## config.mk

```make
export PLATFORM = sky130hd
export DESIGN_NAME = skya_ctrl
export DESIGN_NICKNAME = d
export VERILOG_FILES = /design/src/hw/rtl/skya_pkg.sv /design/src/hw/rtl/skya_ctrl.sv
export SDC_FILE = /design/constraint.sdc
export NUM_CORES = 1
export LEC_CHECK = 0
export BUFFER_PORTS_ARGS = -buffer_cell sky130_fd_sc_hd__buf_2
export CELL_PAD_IN_SITES_DETAIL_PLACEMENT = 0
export CELL_PAD_IN_SITES_GLOBAL_PLACEMENT = 2
export CORE_MARGIN = 5
export CORE_UTILIZATION = 22
export DETAILED_ROUTE_END_ITERATION = 6
export GPL_TIMING_DRIVEN = 0
export PLACE_DENSITY_LB_ADDON = 0.05
export SETUP_SLACK_MARGIN = 0.1
export SYNTH_ARGS = -nofsm -noshare
export SYNTH_HDL_FRONTEND = slang
export SYNTH_SLANG_ARGS = --single-unit
```

## constraint.sdc

```tcl
create_clock -name clk -period 1.7 [get_ports clk]
set_clock_uncertainty 0.2 [all_clocks]
set_input_delay 0.085 -clock clk [delete_from_list [all_inputs] [get_ports clk]]
set_output_delay 0.085 -clock clk [all_outputs]
set_load 0.02 [all_outputs]
```

## src/hw/rtl/skya_pkg.sv

```systemverilog
// Shared types for the skyline atlas allocator: controller states, command and status bundles.
`timescale 1ns / 1ps

package skya_pkg;

  typedef enum logic [3:0] {
    ST_INIT,
    ST_IDLE,
    ST_CLEAR,
    ST_P1,
    ST_P1_DRAIN,
    ST_P2,
    ST_P2_DRAIN,
    ST_DECIDE,
    ST_WRITE,
    ST_RESULT
  } skya_state_t;

  // Commands from the controller to the datapath.
  typedef struct packed {
    logic sweep_step;
    logic load_req;
    logic p1_issue;
    logic p2_start;
    logic p2_issue;
    logic next_page;
    logic wb_start;
    logic wb_step;
    logic res_ok;
    logic res_full;
    logic res_clear;
  } skya_cmd_t;

  // Status from the datapath to the controller.
  typedef struct packed {
    logic sweep_last;
    logic reject;
    logic k_zero;
    logic k_end;
    logic fits;
    logic last_page;
    logic wb_last;
  } skya_status_t;

endpackage

```

## src/hw/rtl/skya_ctrl.sv

```systemverilog
// Controller state machine for the skyline atlas allocator.
`timescale 1ns / 1ps

module skya_ctrl
  import skya_pkg::*;
(
  input  logic         clk,
  input  logic         rst,
  input  logic         start,
  input  logic         command,
  input  skya_status_t st,
  output skya_cmd_t    cmd,
  output logic         busy,
  output logic         done
);

  skya_state_t state;
  skya_state_t state_next;

  always_ff @(posedge clk) begin
    if (rst) begin
      state <= ST_INIT;
    end else begin
      state <= state_next;
    end
  end

  always_comb begin
    state_next = state;
    cmd        = '0;
    busy       = (state != ST_IDLE);
    done       = (state == ST_RESULT);
    unique case (state)
      ST_INIT: begin
        cmd.sweep_step = 1'b1;
        if (st.sweep_last) begin
          state_next = ST_IDLE;
        end
      end
      ST_IDLE: begin
        if (start) begin
          cmd.load_req = 1'b1;
          if (command) begin
            state_next = ST_CLEAR;
          end else if (st.reject) begin
            cmd.res_full = 1'b1;
            state_next   = ST_RESULT;
          end else begin
            state_next = ST_P1;
          end
        end
      end
      ST_CLEAR: begin
        cmd.sweep_step = 1'b1;
        if (st.sweep_last) begin
          cmd.res_clear = 1'b1;
          state_next    = ST_RESULT;
        end
      end
      ST_P1: begin
        cmd.p1_issue = 1'b1;
        if (st.k_zero) begin
          state_next = ST_P1_DRAIN;
        end
      end
      ST_P1_DRAIN: begin
        cmd.p2_start = 1'b1;
        state_next   = ST_P2;
      end
      ST_P2: begin
        cmd.p2_issue = 1'b1;
        if (st.k_end) begin
          state_next = ST_P2_DRAIN;
        end
      end
      ST_P2_DRAIN: begin
        state_next = ST_DECIDE;
      end
      ST_DECIDE: begin
        if (st.fits) begin
          cmd.wb_start = 1'b1;
          state_next   = ST_WRITE;
        end else if (st.last_page) begin
          cmd.res_full = 1'b1;
          state_next   = ST_RESULT;
        end else begin
          cmd.next_page = 1'b1;
          state_next    = ST_P1;
        end
      end
      ST_WRITE: begin
        cmd.wb_step = 1'b1;
        if (st.wb_last) begin
          cmd.res_ok = 1'b1;
          state_next = ST_RESULT;
        end
      end
      ST_RESULT: begin
        state_next = ST_IDLE;
      end
      default: begin
        state_next = ST_INIT;
      end
    endcase
  end

endmodule

```

==> metrics.md <==
| Metric | Value |
|---|---|
| Commonest non-fill, non-tap cells in the layout | `18 x buf_2, 16 x buf_4, 7 x nor2_1` |
| Via/cell ratio | `4.72` |
| Vias in the first global route | `620` |
| Cell variety after synth | `34` |
| Max reg flops | `4` |
| Worst-Skew Late Latency | `0.23 ns` |
| Initial cell density of the core | `23.6%` |
| Clk slew on worst S/H paths | `0.04 ns` |
| CTS sink count | `4` |
| Total number of vias | `628` |
| Post-synth top area cell | `dfxtp_1` |
| Fin cells | `133` |
| WP buf/inv | `1` |
| IO Pins | `24` |
| Antenna fix cells | `0` |
| CP Cell Sequence | `or3b_4 -> nor2_4 -> and2_4 -> buf_6` |
| ANT nets after route | `0` |
| Hold Path Class | `input port to flop` |
| Sum Neg Setup Slack | `0 ns` |
| Nets | `119` |
| Mapped Cells | `67` |
| Synthesized cell area | `478 sq um` |
| LEAKAGE | `0.365 nW` |
| Fraction of layout cells with a size suffix above 1 | `56.6%` |
| Crit path from | `state[1]` |
| Drt wl/cell | `13.3 um` |
| # setup viols final | `0` |
| Biggest regs | `state (4)` |
| Sequential share of the synthesized area | `16.8%` |
| Worst path max stage delay | `0.42 ns` |
| Cts bufs inserted | `3` |
| GR Overflow Total | `0` |
| Status | `complete, no violations` |
| Largest reg by FF count | `state` |
| Clk buf depth | `2` |
| Number of flops mapped to enable cells by yosys | `0` |
| Ranking of synthesized cells by area | `dfxtp_1 17%, nor2_1 7.9%, nand3b_1 6.3%` |
| Post-DP HPWL | `1.26 mm` |
| CP required | `1.41 ns` |
| Area delta synth->final | `73.8%` |
| Tcrit/Tclk final | `96.4%` |
| WHS | `0.0592 ns` |
| Min Tclk post-route | `1.64 ns` |
| First-pass GRT wire length | `2.95 mm` |
| Final WL | `1.77 mm` |
| Design area | `831 sq um` |
| Htree depth | `1` |
| Core area | `2020 sq um` |
| Worst-margin pin slew | `0.307 ns` |
| Final core occ | `41.1%` |
| Worst Setup End Kind | `primary output` |
| Relative slew slack | `79.3%` |
| Crit-path slowest cell | `or3b_4` |
| Filler Cells Inserted | `220` |
| MaxCap Viol Count | `0` |
| CTS tree | `done` |
| Synthesized Nets | `78` |
| Final Hold Vio Count | `0` |
| Hold Path Depth | `4` |
| Avg Cell Area, Syn | `7.13 sq um` |
| Max FO, Critical Path | `5` |
| RSZ-0062 raised after global routing | `true` |
| Die W | `56.6 um` |
| Initial antenna violation count | `0` |
| Total die area | `3200 sq um` |
| Cell area power density | `1080 nW/um^2` |
| CTS root buf | `clkbuf_4` |
| GRT Total Usage | `11.5%` |
| Final Max Tran Viols | `0` |
| Placed insts | `117` |
| Pin count of the biggest net entering global routing | `11` |
| Min-Delay Startpoint | `command` |
| Worst VDD drop | `0.792 mV` |
| CP startpoint kind | `flop` |
| # DRC | `0` |
| Commonest non-fill, non-tap cell in the layout | `buf_2` |
| RD Place Congestion | `0.769` |
| R2R Path Start | `state[3]` |
| Buffers on Ports | `23` |
| Cell Rows | `16` |
| Main flop type after synthesis | `dfxtp_1` |
| Number of synthesized register bits | `4` |
| DRT Pass-1 Iters | `4` |
| Cell count along the critical path | `4` |
| Ys async rst share | `0%` |
| CP arrival | `1.35 ns` |
| Setup CP Type | `flop to primary output` |
| Ys Warns | `0` |
| Cell family with most CP delay | `simple AND/OR/NAND/NOR gates` |
| Share of the synthesized area in the top cell type | `16.8%` |
| DR iter-0 viols | `7` |
| Maximum achievable frequency | `0.610 GHz` |
| Die Y | `56.6 um` |
| Reg2Reg Depth | `6` |
| DP Area | `629 sq um` |
## logic make-up (layout without fill, tap and decap cells)
kind of cell / count (synthesis) / after routing / share of synthesized area (%)
AO/OA/AOI/OAI: 18 / 18 / 26.2
buffers and inverters: 7 / 46 / 10.7
AND/OR/NAND/NOR: 37 / 37 / 44.0
flip-flops: 4 / 4 / 16.8
multiplexers: 1 / 1 / 2.36
## final timing paths
check             slack [ns]  endpoint
setup / recovery        0.06    cmd[2]
hold reg to reg         0.49  state[1]
hold / removal          0.06  state[0]
setup reg to reg        0.16  state[1]
## synthesized netlist by cell type, types with 2 or more instances
master and instances:
a21oi_1 3, buf_2 3, dfxtp_1 4, inv_1 2, nand2_1 6, nand2b_1 2, nand3b_1 4, nor2_1 10
nor3_1 3, nor3b_1 2, nor4b_1 2, o21ai_0 2, o22ai_1 2, o31ai_1 2
## where the power goes
group | total, mW | leakage [nW] | internal (mW) | switching, mW
clock network | 0.116 | 0.0138 | 0.0788 | 0.0371
registers | 0.149 | 0.0347 | 0.125 | 0.0238
logic | 0.634 | 0.316 | 0.290 | 0.344
total | 0.899 | 0.365 | 0.494 | 0.405
## layer usage
layer | track usage, % | routed length, um | up-vias
li1 | - | - | 323
met5 | 0 | 0 | -
met2 | 18.3 | 831 | 13
met3 | 3.67 | 62 | 0
met4 | 0 | 0 | 0
met1 | 15.9 | 879 | 292
## per-stage QoR
step	setup WS [ns]	total power, mW
6_report	0.0612	0.899
5_1_grt	-0.00937	0.980
4_1_cts	0.0563	0.865
3_5_place_dp	0.104	0.614
3_3_place_gp	0.0967	0.623
2_1_floorplan	0.113	0.476
## repair_timing
item / in CTS / in global routing
gates resized for setup: 17 / 12
hold buffers: 2 / 0
endpoints found under the hold margin: 4 / 0
setup endpoints to repair: 6 / 10
setup buffers: 7 / 4
pin swaps: 3 / 5
## worst reg2reg max path: stages, from the launching register on
cell and delay (ns):
dfxtp_2 0.32, buf_6 0.12, nand3b_1 0.25, nor3_2 0.19, buf_4 0.15, a221oi_2 0.03, a211oi_1 0.20
## cell type report
| cell class | instances | area [sq um] | share of cell area [%] |
|---|---|---|---|
| multi-input combinational | 56 | 393 | 47.3 |
| tap | 27 | 33.8 | 4.07 |
| timing repair buffer | 36 | 243 | 29.2 |
| clock buffer | 3 | 22.5 | 2.71 |
| inverter | 3 | 18.8 | 2.26 |
| buffer | 4 | 32.5 | 3.92 |
| sequential | 4 | 87.6 | 10.5 |
Note: power is estimated with default switching activity, not from simulation.
